[config.mk]
export PLATFORM = sky130hd
export DESIGN_NAME = fixed_block_pool_allocator_unit
export DESIGN_NICKNAME = d
export VERILOG_FILES = /design/src/rtl/fbpa_pkg.sv /design/src/rtl/fbpa_front.sv /design/src/rtl/fbpa_back.sv /design/src/rtl/fixed_block_pool_allocator_unit.sv
export SDC_FILE = /design/constraint.sdc
export NUM_CORES = 1
export LEC_CHECK = 0
export ABC_CLOCK_PERIOD_IN_PS = 14000
export BUFFER_PORTS_ARGS = -buffer_cell sky130_fd_sc_hd__buf_2
export CAP_MARGIN = 20
export CORE_UTILIZATION = 51
export CTS_CLUSTER_DIAMETER = 50
export DETAILED_ROUTE_END_ITERATION = 16
export PLACE_DENSITY = 0.74
export SYNTH_ARGS = -nofsm -noshare
export SYNTH_HDL_FRONTEND = slang
export SYNTH_HIERARCHICAL = 1
export SYNTH_SLANG_ARGS = --single-unit
export TNS_END_PERCENT = 30
[constraint.sdc]
create_clock -name clock -period 14 [get_ports clock]
set_input_delay 2.8 -clock clock [delete_from_list [all_inputs] [get_ports clock]]
set_output_delay 2.8 -clock clock [all_outputs]
set_load 0.005 [all_outputs]
[src/rtl/fbpa_pkg.sv]
// shared types and constants of the fixed block pool allocator
`default_nettype none
package fbpa_pkg;

   localparam int IDX_W = 6;
   localparam int CNT_W = 7;
   localparam int STATUS_W = 2;

   localparam int POOL_ENTRIES_DEFAULT = 64;
   localparam logic [CNT_W-1:0] RESET_ENTRIES = 7'd64;

   localparam logic [STATUS_W-1:0] STATUS_OK = 2'd0;
   localparam logic [STATUS_W-1:0] STATUS_EMPTY = 2'd1;
   localparam logic [STATUS_W-1:0] STATUS_REJECT = 2'd2;

   // one classified request waiting for the back end
   typedef struct packed {
      logic is_return;
      logic out_of_range;
      logic [IDX_W-1:0] index;
   } queue_item_type;

endpackage
`default_nettype wire

[src/rtl/fbpa_front.sv]
// request intake: classifies each beat and holds it in a two-entry queue
`default_nettype none
module fbpa_front (
   input  wire logic clock,
   input  wire logic reset,
   input  wire logic req_tvalid,
   output logic req_tready,
   input  wire logic [7:0] req_tdata,   // item_index[5:0], zero fill
   input  wire logic req_tuser,         // operation
   input  wire logic [fbpa_pkg::CNT_W-1:0] entries,
   output logic q_valid,
   output fbpa_pkg::queue_item_type q_item,
   input  wire logic q_pop
);
   import fbpa_pkg::*;

   queue_item_type item_ff [2];
   logic wr_ptr_ff, wr_ptr_in;
   logic rd_ptr_ff, rd_ptr_in;
   logic [1:0] count_ff, count_in;
   logic push;
   queue_item_type new_item;

   always_comb begin
      new_item.is_return = req_tuser;
      new_item.index = req_tdata[IDX_W-1:0];
      // range check; user sets the pool size only while idle, unenforced
      new_item.out_of_range = {1'b0, req_tdata[IDX_W-1:0]} >= entries;
   end

   assign req_tready = count_ff != 2'd2;
   assign push = req_tvalid && req_tready;
   assign q_valid = count_ff != 2'd0;
   assign q_item = item_ff[rd_ptr_ff];

   always_comb begin
      wr_ptr_in = push ? ~wr_ptr_ff : wr_ptr_ff;
      rd_ptr_in = q_pop ? ~rd_ptr_ff : rd_ptr_ff;
      count_in = count_ff;
      if (push && !q_pop) begin
         count_in = count_ff + 2'd1;
      end else if (!push && q_pop) begin
         count_in = count_ff - 2'd1;
      end
   end

   always_ff @(posedge clock) begin
      if (reset) begin
         wr_ptr_ff <= 1'b0;
         rd_ptr_ff <= 1'b0;
         count_ff <= 2'd0;
      end else begin
         wr_ptr_ff <= wr_ptr_in;
         rd_ptr_ff <= rd_ptr_in;
         count_ff <= count_in;
      end
   end

   always_ff @(posedge clock) begin
      if (push) begin
         item_ff[wr_ptr_ff] <= new_item;
      end
   end

endmodule
`default_nettype wire

[src/rtl/fbpa_back.sv]
// pool engine: returned-entry stack, fresh index counter, low-water mark, result register
`default_nettype none
module fbpa_back #(
   parameter int POOL_ENTRIES = fbpa_pkg::POOL_ENTRIES_DEFAULT
) (
   input  wire logic clock,
   input  wire logic reset,
   input  wire logic csr_wen,
   input  wire logic [fbpa_pkg::CNT_W-1:0] csr_wdata,
   output logic [fbpa_pkg::CNT_W-1:0] entries,
   input  wire logic q_valid,
   input  wire fbpa_pkg::queue_item_type q_item,
   output logic q_pop,
   output logic rsp_tvalid,
   input  wire logic rsp_tready,
   output logic [23:0] rsp_tdata,  // granted_index[5:0], free_count[12:6], low_water[19:13]
   output logic [fbpa_pkg::STATUS_W-1:0] rsp_tuser  // status
);
   import fbpa_pkg::*;

   // an entry index is IDX_W bits wide, so the pool never grows past 2**IDX_W
   localparam int CAP_INT = (POOL_ENTRIES < (1 << IDX_W)) ? POOL_ENTRIES : (1 << IDX_W);
   localparam logic [CNT_W-1:0] CAP = CNT_W'(CAP_INT);
   localparam int AW = (CAP_INT > 1) ? $clog2(CAP_INT) : 1;

   localparam logic S_IDLE = 1'b0;
   localparam logic S_POP = 1'b1;

   function automatic logic [CNT_W-1:0] sat_entries(input logic [CNT_W-1:0] value);
      sat_entries = (value > CAP) ? CAP : value;
   endfunction

   logic [IDX_W-1:0] stack_mem [CAP_INT];
   logic [IDX_W-1:0] rd_data_ff;

   logic state_ff, state_in;
   logic [CNT_W-1:0] entries_ff, entries_in;
   logic [CNT_W-1:0] depth_ff, depth_in;
   logic [CNT_W-1:0] fresh_ff, fresh_in;
   logic [CNT_W-1:0] min_ff, min_in;
   logic out_valid_ff, out_valid_in;
   logic [STATUS_W-1:0] status_ff, status_in;
   logic [IDX_W-1:0] grant_ff, grant_in;
   logic [CNT_W-1:0] free_out_ff, free_out_in;
   logic [CNT_W-1:0] low_out_ff, low_out_in;

   logic [CNT_W-1:0] free_now, free_dec, depth_dec;
   logic out_free, mem_we, rd_en;

   assign free_now = depth_ff + (entries_ff - fresh_ff);
   assign free_dec = free_now - 7'd1;
   assign depth_dec = depth_ff - 7'd1;
   assign out_free = !out_valid_ff || rsp_tready;

   always_comb begin
      state_in = state_ff;
      entries_in = entries_ff;
      depth_in = depth_ff;
      fresh_in = fresh_ff;
      min_in = min_ff;
      out_valid_in = out_valid_ff && !rsp_tready;
      status_in = status_ff;
      grant_in = grant_ff;
      free_out_in = free_out_ff;
      low_out_in = low_out_ff;
      q_pop = 1'b0;
      mem_we = 1'b0;
      rd_en = 1'b0;
      case (state_ff)
         S_IDLE: begin
            if (q_valid && out_free) begin
               q_pop = 1'b1;
               if (!q_item.is_return) begin
                  if (depth_ff != 7'd0) begin
                     // top of stack comes out of the memory next cycle
                     depth_in = depth_dec;
                     rd_en = 1'b1;
                     state_in = S_POP;
                  end else if (fresh_ff < entries_ff) begin
                     fresh_in = fresh_ff + 7'd1;
                     min_in = (free_dec < min_ff) ? free_dec : min_ff;
                     out_valid_in = 1'b1;
                     status_in = STATUS_OK;
                     grant_in = fresh_ff[IDX_W-1:0];
                     free_out_in = free_dec;
                     low_out_in = (free_dec < min_ff) ? free_dec : min_ff;
                  end else begin
                     out_valid_in = 1'b1;
                     status_in = STATUS_EMPTY;
                     grant_in = '0;
                     free_out_in = free_now;
                     low_out_in = min_ff;
                  end
               end else begin
                  out_valid_in = 1'b1;
                  grant_in = '0;
                  low_out_in = min_ff;
                  if (q_item.out_of_range || free_now >= entries_ff) begin
                     status_in = STATUS_REJECT;
                     free_out_in = free_now;
                  end else begin
                     mem_we = 1'b1;
                     depth_in = depth_ff + 7'd1;
                     status_in = STATUS_OK;
                     free_out_in = free_now + 7'd1;
                  end
               end
            end
         end
         S_POP: begin
            // depth is already decremented, so free_now is the count after the get
            if (out_free) begin
               min_in = (free_now < min_ff) ? free_now : min_ff;
               out_valid_in = 1'b1;
               status_in = STATUS_OK;
               grant_in = rd_data_ff;
               free_out_in = free_now;
               low_out_in = (free_now < min_ff) ? free_now : min_ff;
               state_in = S_IDLE;
            end
         end
         default: begin
            state_in = S_IDLE;
         end
      endcase
      if (csr_wen) begin
         entries_in = sat_entries(csr_wdata);
         depth_in = '0;
         fresh_in = '0;
         min_in = sat_entries(csr_wdata);
      end
   end

   always_ff @(posedge clock) begin
      if (reset) begin
         state_ff <= S_IDLE;
         entries_ff <= sat_entries(RESET_ENTRIES);
         depth_ff <= '0;
         fresh_ff <= '0;
         min_ff <= sat_entries(RESET_ENTRIES);
         out_valid_ff <= 1'b0;
      end else begin
         state_ff <= state_in;
         entries_ff <= entries_in;
         depth_ff <= depth_in;
         fresh_ff <= fresh_in;
         min_ff <= min_in;
         out_valid_ff <= out_valid_in;
      end
   end

   always_ff @(posedge clock) begin
      status_ff <= status_in;
      grant_ff <= grant_in;
      free_out_ff <= free_out_in;
      low_out_ff <= low_out_in;
   end

   always_ff @(posedge clock) begin
      if (mem_we) begin
         stack_mem[depth_ff[AW-1:0]] <= q_item.index;
      end
      if (rd_en) begin
         rd_data_ff <= stack_mem[depth_dec[AW-1:0]];
      end
   end

   assign entries = entries_ff;
   assign rsp_tvalid = out_valid_ff;
   assign rsp_tuser = status_ff;
   assign rsp_tdata = {4'd0, low_out_ff, free_out_ff, grant_ff};

   fresh_in_range: assert property (@(posedge clock) disable iff (reset)
      fresh_ff <= entries_ff)
      else $error("fresh index passed the pool size");

   free_in_range: assert property (@(posedge clock) disable iff (reset)
      free_now <= entries_ff)
      else $error("free count above the pool size");

   low_water_bound: assert property (@(posedge clock) disable iff (reset)
      min_ff <= free_now || state_ff == S_POP)
      else $error("low-water mark above the free count");

   pop_holds_queue: assert property (@(posedge clock) disable iff (reset)
      state_ff == S_POP |-> !q_pop)
      else $error("queue popped while a stack read is pending");

endmodule
`default_nettype wire

[src/rtl/fixed_block_pool_allocator_unit.sv]
// top level of the fixed block pool allocator: front intake, queue and pool engine
// path: queue, result register; a get from the returned stack adds its stack read register
// throughput: one beat per cycle while the receiver takes responses, except a get served from
//   the returned stack, which holds the engine in S_POP while the stack memory read completes
// reset: synchronous, clears the queue and the response register, pool set to 64 entries
// a write on the csr port reinitializes the pool at once
`default_nettype none
module fixed_block_pool_allocator_unit #(
   parameter int POOL_ENTRIES = fbpa_pkg::POOL_ENTRIES_DEFAULT
) (
   input  wire logic clock,
   input  wire logic reset,
   input  wire logic csr_wen,
   input  wire logic [fbpa_pkg::CNT_W-1:0] csr_wdata,
   input  wire logic req_tvalid,
   output logic req_tready,
   input  wire logic [7:0] req_tdata,   // item_index[5:0], zero fill
   input  wire logic req_tuser,         // operation
   output logic rsp_tvalid,
   input  wire logic rsp_tready,
   output logic [23:0] rsp_tdata,  // granted_index[5:0], free_count[12:6], low_water[19:13]
   output logic [fbpa_pkg::STATUS_W-1:0] rsp_tuser  // status
);
   import fbpa_pkg::*;

   logic [CNT_W-1:0] entries;
   logic q_valid;
   logic q_pop;
   queue_item_type q_item;

   fbpa_front u_front (
      .clock(clock),
      .reset(reset),
      .req_tvalid(req_tvalid),
      .req_tready(req_tready),
      .req_tdata(req_tdata),
      .req_tuser(req_tuser),
      .entries(entries),
      .q_valid(q_valid),
      .q_item(q_item),
      .q_pop(q_pop)
   );

   fbpa_back #(
      .POOL_ENTRIES(POOL_ENTRIES)
   ) u_back (
      .clock(clock),
      .reset(reset),
      .csr_wen(csr_wen),
      .csr_wdata(csr_wdata),
      .entries(entries),
      .q_valid(q_valid),
      .q_item(q_item),
      .q_pop(q_pop),
      .rsp_tvalid(rsp_tvalid),
      .rsp_tready(rsp_tready),
      .rsp_tdata(rsp_tdata),
      .rsp_tuser(rsp_tuser)
   );

endmodule
`default_nettype wire

# After elaboration in Yosys (flattened, before gate mapping)
# Memories as Yosys holds them, arrays and structs flattened. A register that Yosys moved wholly into a read port is not among the register bits.
# Cells that the tools add are included.
classes:
  n_addsub: 9
  order_cmp: 6
  n_eq_ne: 9
  muxes: 61
  bitwise: 5
  reduce_logical: 20
ops:
  columns: ["operator", "count"]
  rows:
  - ["$mux W7", 20]
  - ["$pmux W7 S2", 3]
  - ["$mux W6", 5]
  - ["$mux W1", 22]
  - ["$add A7 B1 Y7 const B", 3]
  - ["$lt A7 B7 Y1", 3]
  - ["$mux W2", 7]
  - ["$sub A7 B1 Y7 const B", 2]
  - ["$pmux W6 S2", 1]
  - ["$ne A3 B3 Y1 const B", 3]
  - ["$reduce_and A4 Y1", 2]
  - ["$add A7 B7 Y7", 1]
  - ["$ge A6 B7 Y1", 1]
  - ["$ge A7 B7 Y1", 1]
  - ["$gt A7 B7 Y1 const B", 1]
  - ["$reduce_bool A7 Y1", 1]
  - ["$sub A7 B7 Y7", 1]
  - ["$ne A2 B2 Y1 const B", 3]
  - ["$ne A3 B2 Y1 const B", 2]
  - ["$reduce_bool A2 Y1", 3]
  - ["$logic_and A1 B1 Y1", 5]
  - ["$not A1 Y1", 5]
  - ["$reduce_and A5 Y1", 1]
  - ["$logic_not A1 Y1", 4]
  - ["other kinds (8)", 10]
totals:
  regBits: 56
  ramBits: 400
  in_bits: 21
  word_cells: 125
  memories: 2
mem_list:
  columns: ["memory", "words", "width", "rd", "rd_clocked_by_memory_dff", "wr", "line_no", "rtl"]
  rows:
  - ["u_back.stack_mem", 64, 6, 1, 1, 1, "fbpa_back.sv:33", "logic [IDX_W-1:0] stack_mem [CAP_INT];"]
  - ["u_front.item_ff", 2, 8, 1, 1, 1, "fbpa_front.sv:17", "queue_item_type item_ff [2];"]

# Depth between registers and ports, before layout
logic_depth:
  word_depth: 11
  depth_mapped: 22
  ltp_nobuf: 19

# Cells and area by module
# Netlist, hierarchy kept.
by_module_without_submodules:
  columns: ["mod", "instances", "cells_each", "area_per_inst_um2"]
  rows:
  - ["fbpa_back", 1, 1188, 19379.8]
  - ["fbpa_front", 1, 68, 942.2]

# Worst setup path before layout
# OpenSTA, ideal clock, no wires.
synth_path:
  path_type: "flip-flop to flip-flop"
  start: "reg u_back.depth_ff[0]"
  end: "mem u_back.stack_mem[35][0], enable pin"
  setup_time_ns: 0.377
  t_arrival_ns: 4.893
  required_time_ns: 13.623
  slack_ns: 8.730
  path_stages_with_launch: 18
  path_buffers: 3
  period_less_slack_ns: 5.270
  cell_sequence: "dfxtp_1 -> clkbuf_1 -> buf_2 -> buf_2 -> inv_1 -> ha_1 -> inv_1 -> ha_1 -> fa_1 -> xor2_1 -> ha_1 -> o21ai_0 -> o21bai_1 -> a31o_1 -> a2111oi_4 -> o211a_4 -> nand4_1 -> nor3_1"
synth_via:
  elab_chain_len: 9
synth_lines:
  columns: ["item", "line_no", "rtl"]
  rows:
  - ["start, declared", "fbpa_back.sv:38", "logic [CNT_W-1:0] depth_ff, depth_in;"]
  - ["start signal, assigned", "fbpa_back.sv:145", "depth_ff <= depth_in;"]
  - ["$add A7 B7 Y7", "fbpa_back.sv:50", "assign free_now = depth_ff + (entries_ff - fresh_ff);"]
  - ["$ge A7 B7 Y1", "fbpa_back.sv:98", "if (q_item.out_of_range || free_now >= entries_ff) begin"]
  - ["$logic_or A1 B1 Y1", "fbpa_back.sv:98", null]
  - ["$mux W1", "fbpa_back.sv:98", null]
  - ["$mux W1", "fbpa_back.sv:73", "if (!q_item.is_return) begin"]
  - ["$mux W1", "fbpa_back.sv:71", "if (q_valid && out_free) begin"]
  - ["$mux W1", "fbpa_back.sv:69", "case (state_ff)"]
  - ["$mux W1", "fbpa_back.sv:160", "if (mem_we) begin"]
  - ["$mux W1 (implied by the code)", "fbpa_back.sv:161", "stack_mem[depth_ff[AW-1:0]] <= q_item.index;"]
  - ["end, declared", "fbpa_back.sv:33", null]
# Several ways; a longest one is shown, not always the timed one.

# Worst setup path after layout
layout_path:
  start: "reg u_back.depth_ff[0]"
  end: "mem u_back.stack_mem[43][0], enable pin"
# The elaborated chain is that of the path after synthesis.

==> metrics.yaml <==
status: "finished clean"
path_max_fanout: 27
crit_type: "register to register"
final_common_cell: "edfxtp_1"
clockBufferDepth: 3
grt_pass1_vias: 11300
startpoint: "u_back/depth_ff[0]$_SDFFE_PP0P_"
row_count: 72
drive_above_1_share: 0.191
clk_latency_ps: 560
die_area_sq_um: 40600
clk_pin_slew_ps: 60
crit_required_ps: 14180
synthCells: 1256
cts_resized: 0
hold_path_startpoint: "u_back/entries[3]$_SDFFE_PP0P_"
rsz0062_at_grt: "no"
reg2reg_from: "u_back/depth_ff[0]$_SDFFE_PP0P_"
total_power_mw: 4.26
cts_tree: "yes"
drt-initial-drc-count: 1082
async_reset_ff_frac: 0
clock-root-buffer: "clkbuf_16"
syn_area_per_cell_sq_um: 16.2
min_period_ps: 6240
finalSetupViolCount: 0
post_cts_buffers: 0
end_kind: "register"
dp_slack_ps: 7860
clkSinkCount: 463
cts-buffers-inserted: 46
htreeDepth: 2
dp_hpwl_um: 26500
dr_total_vias: 11400
cts_hold_buf: 0
die_y_um: 202
hold_violations: 0
grt_max_degree: 65
holdPathStages: 2
wirelength_um: 43100
drc: 0
slew_headroom: 0.278
final_core_util: 0.579
io_buffer_count: 42
slew_viol_final: 0
final_area_sq_um: 22600
timing.final.crit_share: 0.446
startpoint_type: "register"
place_area_sq_um: 21100
gp_congestion: 0.878
fill_cells: 2817
clock_skew_ps: 21.3
synth-seq-cells: 463
max_freq_mhz: 160
wl_per_cell_um: 23.3
yosysSeqAreaShare: 0.667
yosys.area.top_type_share: 0.632
peakVddDrop_mv: 0.0943
diodes: 0
tightest_slew_ps: 1080
hold_class: "register to register"
drv_cap: 0
synth.distinct_cells: 80
grtUsageTotal: 0.216
p_leak_nw: 7.40
start_util: 0.521
final_antenna_net_count: 0
syn_to_final_growth_pct: 11.2
synth_area_sq_um: 20300
core_area_sq_um: 39000
worst_hold_slack_ps: 489
synth-edff-count: 428
synthFlopType: "edfxtp_1"
yosys.area.top_type: "edfxtp_1"
io_pins: 49
setup_tns_ps: 0
post-place-cells: 1768
yosys-top-cells-area: "edfxtp_1, mux4_2, dfxtp_1, ha_1, nor2_1"
fin_nets: 1372
drt-pass1-iter-count: 5
overflow: 0
antenna_found_initial: 0
ys_warn_count: 6
finalNonFillerCells: 1853
critPathArrivalTime_ps: 6410
layout_common_cells: "edfxtp_1, nor2_1, mux4_2"
worst-r2r-cell-count: 14
fin_ws_ps: 7760
grt_pass1_wl_um: 66300
die_x_um: 202
power_density_nw_per_um2: 188
reg2reg_setup_slack_ps: 7760
viasPerCell: 6.14
worst max-delay path: stages (launching register included):
cell      delay, ps
dfxtp_4         680
inv_1           310
ha_1            360
inv_1            50
ha_1            210
fa_1            480
a211oi_1        320
o21bai_1        120
a21oi_1         180
xnor2_1         390
ha_1            400
o32ai_1         700
or2_1           770
nand4_4         290
nor2_1          590
cells by family (layout without fill, tap and decap cells):
logic type / Yosys count / count (layout) / share of synthesized area
fa+ha+maj: 50 / 50 / 0.0329
compound gates: 202 / 202 / 0.0718
mux: 134 / 134 / 0.126
xor+xnor: 27 / 27 / 0.0120
simple gates: 264 / 264 / 0.0668
other cells: 1 / 4 / 0.000185
flops: 463 / 463 / 0.667
buf+inv: 115 / 191 / 0.0236
per-layer routing:
layer | part of all wire | GRT usage | vias up | wire [um]
met1 | 0.41 | 0.292 | 5730 | 17500
met3 | 0.068 | 0.0337 | 119 | 2940
met2 | 0.49 | 0.352 | 486 | 21100
li1 | - | - | 5045 | -
met4 | 0.037 | 0.0874 | 0 | 1610
met5 | 0 | 0 | - | 0
worst paths after layout:
check / to
max: u_back/stack_mem[43][0]$_DFFE_PP_
max reg2reg: u_back/stack_mem[43][0]$_DFFE_PP_
min reg2reg: u_back/entries[3]$_SDFFE_PP0P_
min: u_back/entries[3]$_SDFFE_PP0P_
power by group:
part           switching [mW]  leakage [nW]  total [mW]  internal (mW)
registers              0.0379          4.15        1.76           1.73
clock network           0.500         0.704        1.18          0.681
logic                   0.846          2.54        1.31          0.464
registers in the layout (all words and copies together) (netlist names), 6 cells and up, named ones only:
signal and count:
u_back/rd_data_ff 6, u_back/grant_ff 6, u_back/entries 7, u_front/item_ff 16
u_back/depth_ff 7, u_back/stack_mem 384, u_back/low_out_ff 7, u_back/min_ff 7
u_back/free_out_ff 7, u_back/fresh_ff 7
cell type report:
| cell class | count | area, sq um | share of cell area |
|---|---|---|---|
| Timing Repair Buffer | 59 | 393 | 0.0174 |
| Sequential cell | 463 | 13600 | 0.600 |
| Tap cell | 518 | 648 | 0.0287 |
| Clock inverter | 27 | 269 | 0.0119 |
| Inverter | 51 | 191 | 0.00848 |
| Clock buffer | 54 | 1180 | 0.0523 |
| Multi-Input combinational cell | 681 | 6350 | 0.281 |
cell usage after synthesis (all sizes together), types with 5 or more instances:
cell	number
ha	43
nand2b	9
mux2i	27
xor2	13
nor2b	30
mux2	11
dfxtp	35
or2	6
nand2	41
mux4	96
a211oi	48
nor3	23
nand3	10
fa	6
edfxtp	428
nor2	114
a21oi	49
o31ai	5
buf	31
a22o	9
clkbuf	33
nand4	13
inv	48
o21ai	21
xnor2	14
a21o	8
o22ai	7
a311oi	5
Power figures use the tool's default switching activity.
